==> config.mk <==
export PLATFORM = sky130hd
export DESIGN_NAME = sit_cell
export DESIGN_NICKNAME = d
export VERILOG_FILES = /design/src/hdl/sit_pkg.sv /design/src/hdl/sit_cell.sv
export SDC_FILE = /design/constraint.sdc
export NUM_CORES = 1
export LEC_CHECK = 0
export ABC_CLOCK_PERIOD_IN_PS = 2500
export BUFFER_PORTS_ARGS = -buffer_cell sky130_fd_sc_hd__buf_2
export CAP_MARGIN = 20
export CORE_MARGIN = 5
export CORE_UTILIZATION = 40
export DETAILED_ROUTE_END_ITERATION = 10
export GPL_ROUTABILITY_DRIVEN = 1
export PLACE_DENSITY = 0.68
export SETUP_SLACK_MARGIN = 0.15
export SYNTH_ARGS = -nofsm -noshare
export SYNTH_HDL_FRONTEND = slang
export SYNTH_SLANG_ARGS = --single-unit
export TNS_END_PERCENT = 1
==> constraint.sdc <==
create_clock -name clk -period 2.5 [get_ports clk]
set_input_delay 0.375 -clock clk [delete_from_list [all_inputs] [get_ports clk]]
set_output_delay 0.375 -clock clk [all_outputs]
set_load 0.02 [all_outputs]
==> src/hdl/sit_pkg.sv <==
package sit_pkg;

	localparam int ID_W       = 32;
	localparam int STATUS_W   = 2;
	localparam int POSITION_W = 6;
	localparam int COUNT_W    = 7;

	typedef enum logic [STATUS_W-1:0] {
		ST_OK        = 2'd0,
		ST_NOT_FOUND = 2'd1,
		ST_PRESENT   = 2'd2,
		ST_FULL      = 2'd3
	} status_t;

	typedef enum logic {
		CMD_INSERT = 1'b0,
		CMD_LOOKUP = 1'b1
	} command_t;

	// Control broadcast to every cell.
	typedef struct packed {
		logic compare;
		logic shift;
	} cell_ctrl_t;

	// Data handed from one cell to its upper neighbour.
	typedef struct packed {
		logic [ID_W-1:0] entry;
		logic            lt;
	} cell_link_t;

	// Per-cell result of the comparison stage.
	typedef struct packed {
		logic boundary;
		logic hit;
	} cell_stat_t;

endpackage

==> src/hdl/sit_cell.sv <==
module sit_cell (
	input  logic                      clk,
	input  logic                      arst_n,
	input  sit_pkg::cell_ctrl_t       ctrl,
	input  logic [sit_pkg::ID_W-1:0]  key,
	input  logic                      valid,
	input  sit_pkg::cell_link_t       left,
	output sit_pkg::cell_link_t       right,
	output sit_pkg::cell_stat_t       stat
);
	import sit_pkg::*;

	logic [ID_W-1:0] entry_q;
	logic            lt_s1;
	logic            eq_s1;
	logic            boundary;

	// The cell holding the first entry not less than the key sits just above
	// the last cell whose entry is less than it.
	assign boundary      = left.lt & ~lt_s1;
	assign stat.boundary = boundary;
	assign stat.hit      = boundary & eq_s1;
	assign right.entry   = entry_q;
	assign right.lt      = lt_s1;

	always_ff @(posedge clk or negedge arst_n) begin
		if (!arst_n) begin
			lt_s1 <= 1'b0;
			eq_s1 <= 1'b0;
		end else if (ctrl.compare) begin
			lt_s1 <= valid & (entry_q < key);
			eq_s1 <= valid & (entry_q == key);
		end
	end

	// Cells below the insertion point keep their entry; the boundary cell
	// takes the key and every cell above it takes its lower neighbour's entry.
	always_ff @(posedge clk) begin
		if (ctrl.shift && !lt_s1) begin
			entry_q <= boundary ? key : left.entry;
		end
	end

endmodule

==> qor.yml, run 1 <==
logic_synthesis:
  ys_ff_latch: 34
  synth_warnings: 0
  async_flop_share: 0.0588
  ys_types: 30
  synthCells: 192
  synth_ff_type: "edfxtp_1"
  synth_top_area_cell: "edfxtp_1"
  synth_enable_flop_cells: 32
  mappedNetlistArea_mm2: 0.00226
  avgSynthCellArea_um2: 11.8
  yosys-top-cells-area: "edfxtp_1 43%, ha_1 18%, mux2_1 14%"
  syn-num-nets: 294
  ys_seq_area_frac: 0.448
  synth_top_area_share: 0.425
cts:
  cts_hold_buf: 1
  post_cts_buffers: 0
  clock_sinks: 34
  ctsResizeCount: 0
  cts.path.max_buffers: 2
  htree_levels: 2
  clk_pin_slew_ns: 0.07
  cts_buffers: 5
  cts_tree: "built"
  clock_latency_ns: 0.28
  root_buffer: "clkbuf_8"
floorplan:
  chipWidth_um: 85.1
  die-area_mm2: 0.00725
  start_util: 0.410
  ios: 105
  fp-row-count: 27
  core-area_mm2: 0.00551
  die_y_um: 85.1
worst_setup_path:
  reg2regPathDepth: 6
  max_stage_delay_ns: 0.41
  timing.critical_path.arrival_ns: 2.14
  crit_chain: "ha_1, nand4_1, nor4_1, a21boi_1, o311ai_1, a22o_1"
  worstPathMaxFanout: 3
  worstSetupPathType: "reg -> reg"
  setup.worst_path.end_class: "flop"
  required_ns: 2.67
  cp-start-kind: "flop"
  crit_slowest_cell: "edfxtp_1"
route:
  drtIter0Drc: 30
  drc: 0
  finalWirelength_mm: 5.11
  wl_per_cell_um: 13.7
  avgViaCountPerCell: 4.79
  vias: 1788
  ant_nets: 0
  firstDrtPassIters: 4
cells_and_area:
  fin_nets: 402
  area_growth_pct: 31.5
  layout_commonest_cell: "buf_2"
  fillers: 507
  final_cell_mix: "104 x buf_2, 33 x inv_1, 32 x ha_1, 32 x edfxtp_1, 28 x mux2_1"
  multi_input_area_mm2: 0.00110
  drive_above_1_share: 0.399
  diodes: 0
  register_area_mm2: 0.00101
  post-route-util: 0.539
timing:
  post-route-min-period_ns: 1.97
  slew_headroom: 0.714
  worstMarginPinSlew_ns: 0.429
  maxSlewViolCount: 0
  fin_skew_ns: 0.00440
  hold_violations: 0
  post-route-period-util: 0.788
  rsz0062_at_grt: "false"
  setup_slack_ns: 0.529
  hold_ws_ns: 0.370
  setup_viol: 0
  fmax_ghz: 0.507
  fin_tns_setup_ns: 0
placed_design:
  hpwl_mm: 4.19
  dp_slack_ns: 0.394
  finalWeightedCongestion: 0.750
  port_buffers: 104
grt:
  grt_pass1_vias: 1899
  grt_pass1_wl_mm: 8.40
  antenna_found_initial: 0
  grt-ovfl-total: 0
  track_usage: 0.143
  grt_max_degree: 33
power_and_ir_drop:
  p_leak_uw: 0.00148
  ir_drop_uv: 268
  power.density_mw_per_mm2: 519
status:
  outcome: "finished clean"
worst_hold_path:
  min_delay_path_depth: 2
  worstHoldPathType: "in -> reg"
flow_run:
  cap_violations: 0
==> layer usage <==
metal / track usage / vias to the layer above / routed length (um)
li1: - / 913 / -
met1: 0.154 / 811 / 2030
met2: 0.267 / 58 / 2610
met3: 0.0427 / 6 / 403
met4: 0.0432 / 0 / 65
met5: 0 / - / 0
==> worst max-delay path: cells and delay by family (launching register included) <==
family                     cells  cell delay (ns)
AOI/OAI and AO/OA              3             0.54
adders and majority gates      1             0.33
DFF                            1             0.41
and+or+nand+nor                2             0.58
==> power by group <==
part           leakage, uW  internal, uW  switching, uW
Sequential        0.000333           695           31.4
Clock            0.0000426           192            199
Combinational      0.00110           189            235
Total              0.00148          1080            466
==> logic make-up after synthesis <==
| logic type | after synthesis | share of synthesized area |
|---|---|---|
| AOI/OAI and AO/OA | 27 | 0.0809 |
| and+or+nand+nor | 28 | 0.0648 |
| DFF | 34 | 0.448 |
| buffers and inverters | 39 | 0.0698 |
| muxes | 32 | 0.160 |
| adders and majority gates | 32 | 0.177 |
==> sequential cells by signal, indices dropped and copies added (netlist names) <==
name,cells
eq_s1,1
lt_s1,1
entry_q,32
==> worst paths after layout <==
kind,start,to,slack (ns)
worst max-delay path,entry_q[14],lt_s1,0.53
worst min-delay path,left[15],entry_q[14],0.37
worst max register to register,entry_q[14],lt_s1,0.53
worst min register to register,eq_s1,eq_s1,0.49
max in group asynchronous,arst_n,eq_s1,1.99
min in group asynchronous,arst_n,lt_s1,0.41
==> per-stage QoR <==
step           total power (uW)  instances  area (um^2)
2_1_floorplan              1010        192         2260
3_3_place_gp               1160        364         2880
3_5_place_dp               1170        364         2880
4_1_cts                    1570        373         2970
5_1_grt                    1650        373         2970
6_report                   1540        373         2970
==> synth_stat cells, drive strengths merged, types with 2 or more instances <==
cell,instances
a21o,3
dfrtp,2
nor2b,3
nand4,6
nand2,8
ha,32
nor2,3
a21oi,12
o21ai,2
mux2,32
buf,5
inv,33
nand3,4
and2,2
edfxtp,32
==> area by class of cell <==
cell class                 count  share of cell area
multi-input combinational    119               0.372
tap                           72              0.0303
clock inverter                 2             0.00295
sequential                    34               0.340
inverter                      33              0.0417
timing repair buffer         107               0.188
clock buffer                   6              0.0244
(Power assumes the default switching activity.)
==> run 2: changes to the inputs <==
--- a/config.mk
+++ b/config.mk
@@ -5,14 +5,15 @@
 export SDC_FILE = /design/constraint.sdc
 export NUM_CORES = 1
 export LEC_CHECK = 0
-export ABC_CLOCK_PERIOD_IN_PS = 2500
+export ABC_AREA = 1
+export ABC_CLOCK_PERIOD_IN_PS = 1800
 export BUFFER_PORTS_ARGS = -buffer_cell sky130_fd_sc_hd__buf_2
 export CAP_MARGIN = 20
 export CORE_MARGIN = 5
 export CORE_UTILIZATION = 40
 export DETAILED_ROUTE_END_ITERATION = 10
 export GPL_ROUTABILITY_DRIVEN = 1
-export PLACE_DENSITY = 0.68
+export PLACE_DENSITY = 0.71
 export SETUP_SLACK_MARGIN = 0.15
 export SYNTH_ARGS = -nofsm -noshare
 export SYNTH_HDL_FRONTEND = slang
==> constraint.sdc (replaced) <==
create_clock -name clk -period 1.8 [get_ports clk]
set_input_delay 0.27 -clock clk [delete_from_list [all_inputs] [get_ports clk]]
set_output_delay 0.27 -clock clk [all_outputs]
set_load 0.02 [all_outputs]
==> qor.yml, run 2 <==
status:
  outcome: "finished clean"
placed_design:
  finalWeightedCongestion: 0.768  # +2.5%
  hpwl_mm: 4.49  # +6.9%
  dp_slack_ns: 0.317  # -0.0771 ns
  port_buffers: 104  # unchanged
  place_area_mm2: 0.00293  # +1.8%
logic_synthesis:
  yosys-top-cells-area: "edfxtp_1 42%, ha_1 17%, nand2_1 12%"
  synthCells: 267  # +39%
  synth_enable_flop_cells: 32  # unchanged
  syn-num-nets: 369  # +26%
  synth_ff_type: "edfxtp_1"
  ys_types: 22  # -27%
  ys_ff_latch: 34  # unchanged
  mappedNetlistArea_mm2: 0.00231  # +2.3%
  avgSynthCellArea_um2: 8.65  # -26%
  ys_seq_area_frac: 0.438  # -0.00994
  synth_warnings: 0  # unchanged
  synth_top_area_share: 0.416  # -0.00945
  synth_top_area_cell: "edfxtp_1"
  ys_top_cells_by_count: "75 x nand2_1, 47 x inv_1, 32 x edfxtp_1, 32 x ha_1, 32 x o21ai_1"
  synth.most_common_cell: "nand2_1"
  async_flop_share: 0.0588  # unchanged
power_and_ir_drop:
  internal-power_uw: 1560  # +45%
  power.density_mw_per_mm2: 754  # +45%
  p_switching_uw: 748  # +61%
  combinationalPowerShare: 0.299  # +0.024
  p_leak_uw: 0.00162  # +9.9%
  ir_drop_uv: 363  # +36%
  p_clk_frac: 0.257  # +0.004
  fin_total_pwr_uw: 2310  # +50%
  pwr-share-seq: 0.444  # -0.027
  p_sw_frac: 0.324  # +0.0221
floorplan:
  start_util: 0.414  # +0.00423
  core-area_mm2: 0.00557  # +1.2%
  ios: 105  # unchanged
  chipWidth_um: 86.0  # +1.0%
  die_y_um: 86.0  # +1.0%
  die-area_mm2: 0.00739  # +2.0%
  fp-row-count: 27  # unchanged
cts:
  clock_latency_ns: 0.28  # about the same
  htree_levels: 2  # unchanged
  clock_sinks: 34  # unchanged
  clk_pin_slew_ns: 0.07  # about the same
  cts_buffers: 5  # unchanged
  cts.path.max_buffers: 2  # unchanged
  post_cts_buffers: 0  # unchanged
  root_buffer: "clkbuf_8"
  cts_tree: "built"
worst_setup_path:
  max_stage_delay_ns: 0.45  # +0.04 ns
  crit_chain: "nor2_4, inv_6, nor2_1, buf_2"
  path_depth: 4  # -2
  required_ns: 1.53  # -1.14 ns
  worstPathMaxFanout: 25  # +22
  r2r-start: "entry_q[9]"
  reg2reg_slack_ns: 0.32  # -0.21 ns
  worstSetupPathType: "reg -> out"
  crit_family: "flip-flops"
  rr_endpoint: "lt_s1"
  crit_slowest_cell: "dfrtp_2"
  reg2regPathDepth: 10  # +4
  cp-start-kind: "flop"
  setup.worst_path.end_class: "output pin"
  critical_path_buf_inv_count: 2  # +2
  timing.critical_path.arrival_ns: 1.28  # -0.86 ns
worst_hold_path:
  min-delay-start: "ctrl[1]"
  min_delay_path_depth: 2  # unchanged
  worstHoldPathType: "in -> reg"
  whs_endpoint: "eq_s1"
timing:
  slew_headroom: 0.872  # +0.158
  maxSlewViolCount: 0  # unchanged
  setup_slack_ns: 0.246  # -0.283 ns
  fin_tns_setup_ns: 0  # unchanged
  post-route-min-period_ns: 1.55
  worstMarginPinSlew_ns: 0.191  # -0.238 ns
  fmax_ghz: 0.643
  post-route-period-util: 0.863
  rsz0062_at_grt: "true"
  hold_violations: 0  # unchanged
  fin_skew_ns: 0.00586  # +0.00146 ns
  setup_viol: 0  # unchanged
route:
  drtIter0Drc: 58  # +93%
  ant_nets: 0  # unchanged
  finalWirelength_mm: 5.49  # +7.4%
  wl_per_cell_um: 12.3  # -10%
  avgViaCountPerCell: 4.55  # -5.0%
  firstDrtPassIters: 4  # unchanged
  drc: 0  # unchanged
  vias: 2036  # +14%
cells_and_area:
  drive_above_1_share: 0.347  # -0.0520
  final_cell_mix: "104 x buf_2, 75 x nand2_1, 47 x inv_1"
  area_growth_pct: 32.5
  largest_register: "entry_q"
  largest_reg_flops: 32  # unchanged
  diodes: 0  # unchanged
  fin_nets: 476  # +18%
  final_area_mm2: 0.00306  # +3.1%
  layout_commonest_cell: "buf_2"
  fillers: 538  # +6.1%
  largestRegisters: "entry_q: 32 flops, eq_s1: 1 flops, lt_s1: 1 flops"
grt:
  grt_max_degree: 33  # unchanged
  grt_pass1_vias: 2014  # +6.1%
  track_usage: 0.150  # +0.00731
  antenna_found_initial: 0  # unchanged
  grt-ovfl-total: 0  # unchanged
  grt_pass1_wl_mm: 8.85  # +5.3%
flow_run:
  cap_violations: 0  # unchanged
## run 2: through the flow
step           cells  hold slack (ns)  utilization
2_1_floorplan    267          -0.0256            -
3_3_place_gp     438           0.0570        0.526
3_5_place_dp     438           0.0560        0.526
4_1_cts          447            0.184        0.544
5_1_grt          447            0.209        0.549
6_report         447            0.196        0.549
## run 2: what timing repair did
action | CTS | global route
endpoints found under the setup margin | 0 | 2
gates resized for setup | 0 | 4
hold buffers | 1 | 0
endpoints found under the hold margin | 2 | 0
## run 2: how the worst max path moves through the flow
stage	endpoint	startpoint	slack, ns
2_1_floorplan	lt_s1	entry_q[15]	0.31
3_3_place_gp	lt_s1	key[15]	0.35
4_1_cts	stat[0]	lt_s1	0.15
6_report	stat[0]	lt_s1	0.25
5_1_grt	lt_s1	entry_q[9]	0.14
3_5_place_dp	lt_s1	entry_q[11]	0.32
## run 2: metal layers
| layer | part of all wire | wire (um) | GRT usage | up-vias |
|---|---|---|---|---|
| met3 | 0.060 | 328 | 0.0336 | 5 |
| met4 | 0.0098 | 54 | 0.0345 | 0 |
| li1 | - | - | - | 1086 |
| met5 | 0 | 0 | 0 | - |
| met1 | 0.43 | 2330 | 0.184 | 892 |
| met2 | 0.50 | 2770 | 0.268 | 53 |
## run 2: power groups by stage
stage | clock network (uW) | logic (uW) | registers [uW]
6_report | 593 | 689 | 1030
5_1_grt | 653 | 783 | 1040
4_1_cts | 613 | 697 | 1020
3_5_place_dp | 0 | 691 | 1040
3_3_place_gp | 0 | 676 | 1040
2_1_floorplan | 0 | 353 | 1130
## run 2: area by class of cell
| cell class | count | area (um^2) | area share |
|---|---|---|---|
| Clock buffer | 7 | 86.3 | 0.0282 |
| Clock inverter | 1 | 5.00 | 0.00164 |
| Inverter | 48 | 185 | 0.0605 |
| Multi-Input combinational cell | 177 | 1100 | 0.361 |
| Sequential cell | 34 | 1010 | 0.331 |
| Tap cell | 72 | 90.1 | 0.0294 |
| Timing Repair Buffer | 108 | 578 | 0.189 |
## run 2: logic make-up after synthesis
group / count (synthesis) / synth area share
AND/OR/NAND/NOR: 98 / 0.184
AO/OA/AOI/OAI: 47 / 0.106
flip-flops: 34 / 0.438
buffers and inverters: 56 / 0.0986
adder cells (fa/ha/maj): 32 / 0.173
==> run 3: changes to the inputs <==
--- a/config.mk
+++ b/config.mk
@@ -10,10 +10,10 @@
 export BUFFER_PORTS_ARGS = -buffer_cell sky130_fd_sc_hd__buf_2
 export CAP_MARGIN = 20
 export CORE_MARGIN = 5
-export CORE_UTILIZATION = 40
+export CORE_UTILIZATION = 43
 export DETAILED_ROUTE_END_ITERATION = 10
 export GPL_ROUTABILITY_DRIVEN = 1
-export PLACE_DENSITY = 0.71
+export PLACE_DENSITY = 0.75
 export SETUP_SLACK_MARGIN = 0.15
 export SYNTH_ARGS = -nofsm -noshare
 export SYNTH_HDL_FRONTEND = slang
==> qor.yml, run 3 (synthesis results as in run 2) <==
status:
  outcome: "finished clean"
worst_setup_path:
  cp-start-kind: "flop"
  timing.critical_path.arrival_ns: 1.31  # +0.03 ns
  setup.worst_path.end_class: "output pin"
  reg2reg_slack_ns: 0.35  # +0.03 ns
  worstPathMaxFanout: 31  # +24%
  worstSetupPathType: "reg -> out"
  required_ns: 1.53  # about the same
cts:
  clock_latency_ns: 0.28  # about the same
  clock_sinks: 34  # unchanged
  clk_pin_slew_ns: 0.07  # about the same
  root_buffer: "clkbuf_8"
  cts_buffers: 5  # unchanged
  htree_levels: 2  # unchanged
  cts.path.max_buffers: 2  # unchanged
  cts_tree: "built"
cells_and_area:
  drive_above_1_share: 0.345  # -0.00184
  multi_input_area_mm2: 0.00108  # -2.0%
  final_cell_mix: "104 x buf_2, 75 x nand2_1, 47 x inv_1"
  area_growth_pct: 31.2
  largest_reg_flops: 32  # unchanged
  largestRegisters: "entry_q: 32 flops, eq_s1: 1 flops, lt_s1: 1 flops"
  register_area_mm2: 0.00101  # unchanged
  diodes: 0  # unchanged
  fillers: 479  # -11%
  largest_register: "entry_q"
  layout_commonest_cell: "buf_2"
  fin_nets: 479  # +0.63%
  post-route-util: 0.586  # +0.0368
grt:
  grt-ovfl-total: 0  # unchanged
  grt_pass1_wl_mm: 9.18  # +3.7%
  grt_pass1_vias: 2060  # +2.3%
  track_usage: 0.161  # +0.0107
  antenna_found_initial: 0  # unchanged
  grt_max_degree: 32  # -3.0%
route:
  ant_nets: 0  # unchanged
  avgViaCountPerCell: 4.58  # +0.64%
  drc: 0  # unchanged
  vias: 2049  # +0.64%
  finalWirelength_mm: 5.51  # +0.42%
  firstDrtPassIters: 4  # unchanged
  drtIter0Drc: 60  # +3.4%
  wl_per_cell_um: 12.3  # +0.42%
timing:
  worstMarginPinSlew_ns: 0.239  # +0.0483 ns
  fmax_ghz: 0.632  # -1.8%
  slew_headroom: 0.840  # -0.0314
  fin_skew_ns: 0.00311  # -0.00276 ns
  post-route-period-util: 0.879  # +0.0156
  setup_viol: 0  # unchanged
  rsz0062_at_grt: "false"
  maxSlewViolCount: 0  # unchanged
  post-route-min-period_ns: 1.58  # +0.0280 ns
  fin_tns_setup_ns: 0  # unchanged
  hold_violations: 0  # unchanged
floorplan:
  start_util: 0.447  # +0.0322
  die-area_mm2: 0.00694  # -6.2%
  core-area_mm2: 0.00517  # -7.2%
  die_y_um: 83.3  # -3.1%
  fp-row-count: 26  # -3.7%
  chipWidth_um: 83.3  # -3.1%
  ios: 105  # unchanged
power_and_ir_drop:
  ir_drop_uv: 429  # +18%
  power.density_mw_per_mm2: 740  # -1.9%
  p_leak_uw: 0.00162  # about the same
worst_hold_path:
  worstHoldPathType: "in -> reg"
placed_design:
  port_buffers: 104  # unchanged
  finalWeightedCongestion: 0.785  # +2.2%
  hpwl_mm: 4.50  # +0.43%
flow_run:
  cap_violations: 0  # unchanged
run 3: cell types whose count changed in the layout (fill, tap and decap cells not counted), sizes merged:
cell    delta
buf        +3
clkinv     -1
run 3: area by class of cell:
class                      count  area share
sequential                    34       0.334
timing repair buffer         111       0.194
clock buffer                   7      0.0252
multi-input combinational    177       0.357
inverter                      48      0.0611
tap                           70      0.0289
run 3: final timing paths:
kind,startpoint,end,cells after the start
worst min register to register,eq_s1,eq_s1,2
max in group asynchronous,arst_n,lt_s1,2
worst max register to register,entry_q[15],lt_s1,10
min in group asynchronous,arst_n,lt_s1,2
worst max-delay path,lt_s1,stat[0],4
worst min-delay path,ctrl[1],eq_s1,2
run 3: metal layers:
layer  routed length (um)  vias up  track usage
met4                   99        0       0.0609
li1                     -     1087            -
met2                 2650       59        0.273
met5                    0        -            0
met3                  339        6       0.0446
met1                 2420      897        0.193
run 3: report_power, final:
group	internal, uW	switching (uW)	total (uW)
logic	272	415	687
registers	977	46.0	1020
clock network	266	266	532
total	1520	727	2240
run 3: critical path: stages (launching register included):
cell and delay, ns:
dfrtp_2 0.46, nor2_4 0.16, inv_6 0.13, nor2_2 0.11, buf_2 0.17
run 3: timing repair:
| action | CTS | global route |
|---|---|---|
| gates resized for setup | 1 | 2 |
| hold buffers | 1 | 0 |
| pin swaps | 0 | 1 |
| setup endpoints to repair | 1 | 1 |
| buffers inserted | 0 | 2 |
| hold endpoints to repair | 2 | 0 |
run 3: metrics by stage:
step / area, um^2 / instances / hold WS, ns / total power (uW) / worst slack (ns)
2_1_floorplan: 2320 / 267 / -0.0256 / 1480 / 0.315
3_3_place_gp: 2920 / 437 / 0.0561 / 1710 / 0.357
3_5_place_dp: 2920 / 437 / 0.0596 / 1730 / 0.344
4_1_cts: 3010 / 445 / 0.196 / 2270 / 0.151
5_1_grt: 3030 / 447 / 0.215 / 2410 / 0.126
6_report: 3030 / 447 / 0.206 / 2240 / 0.218
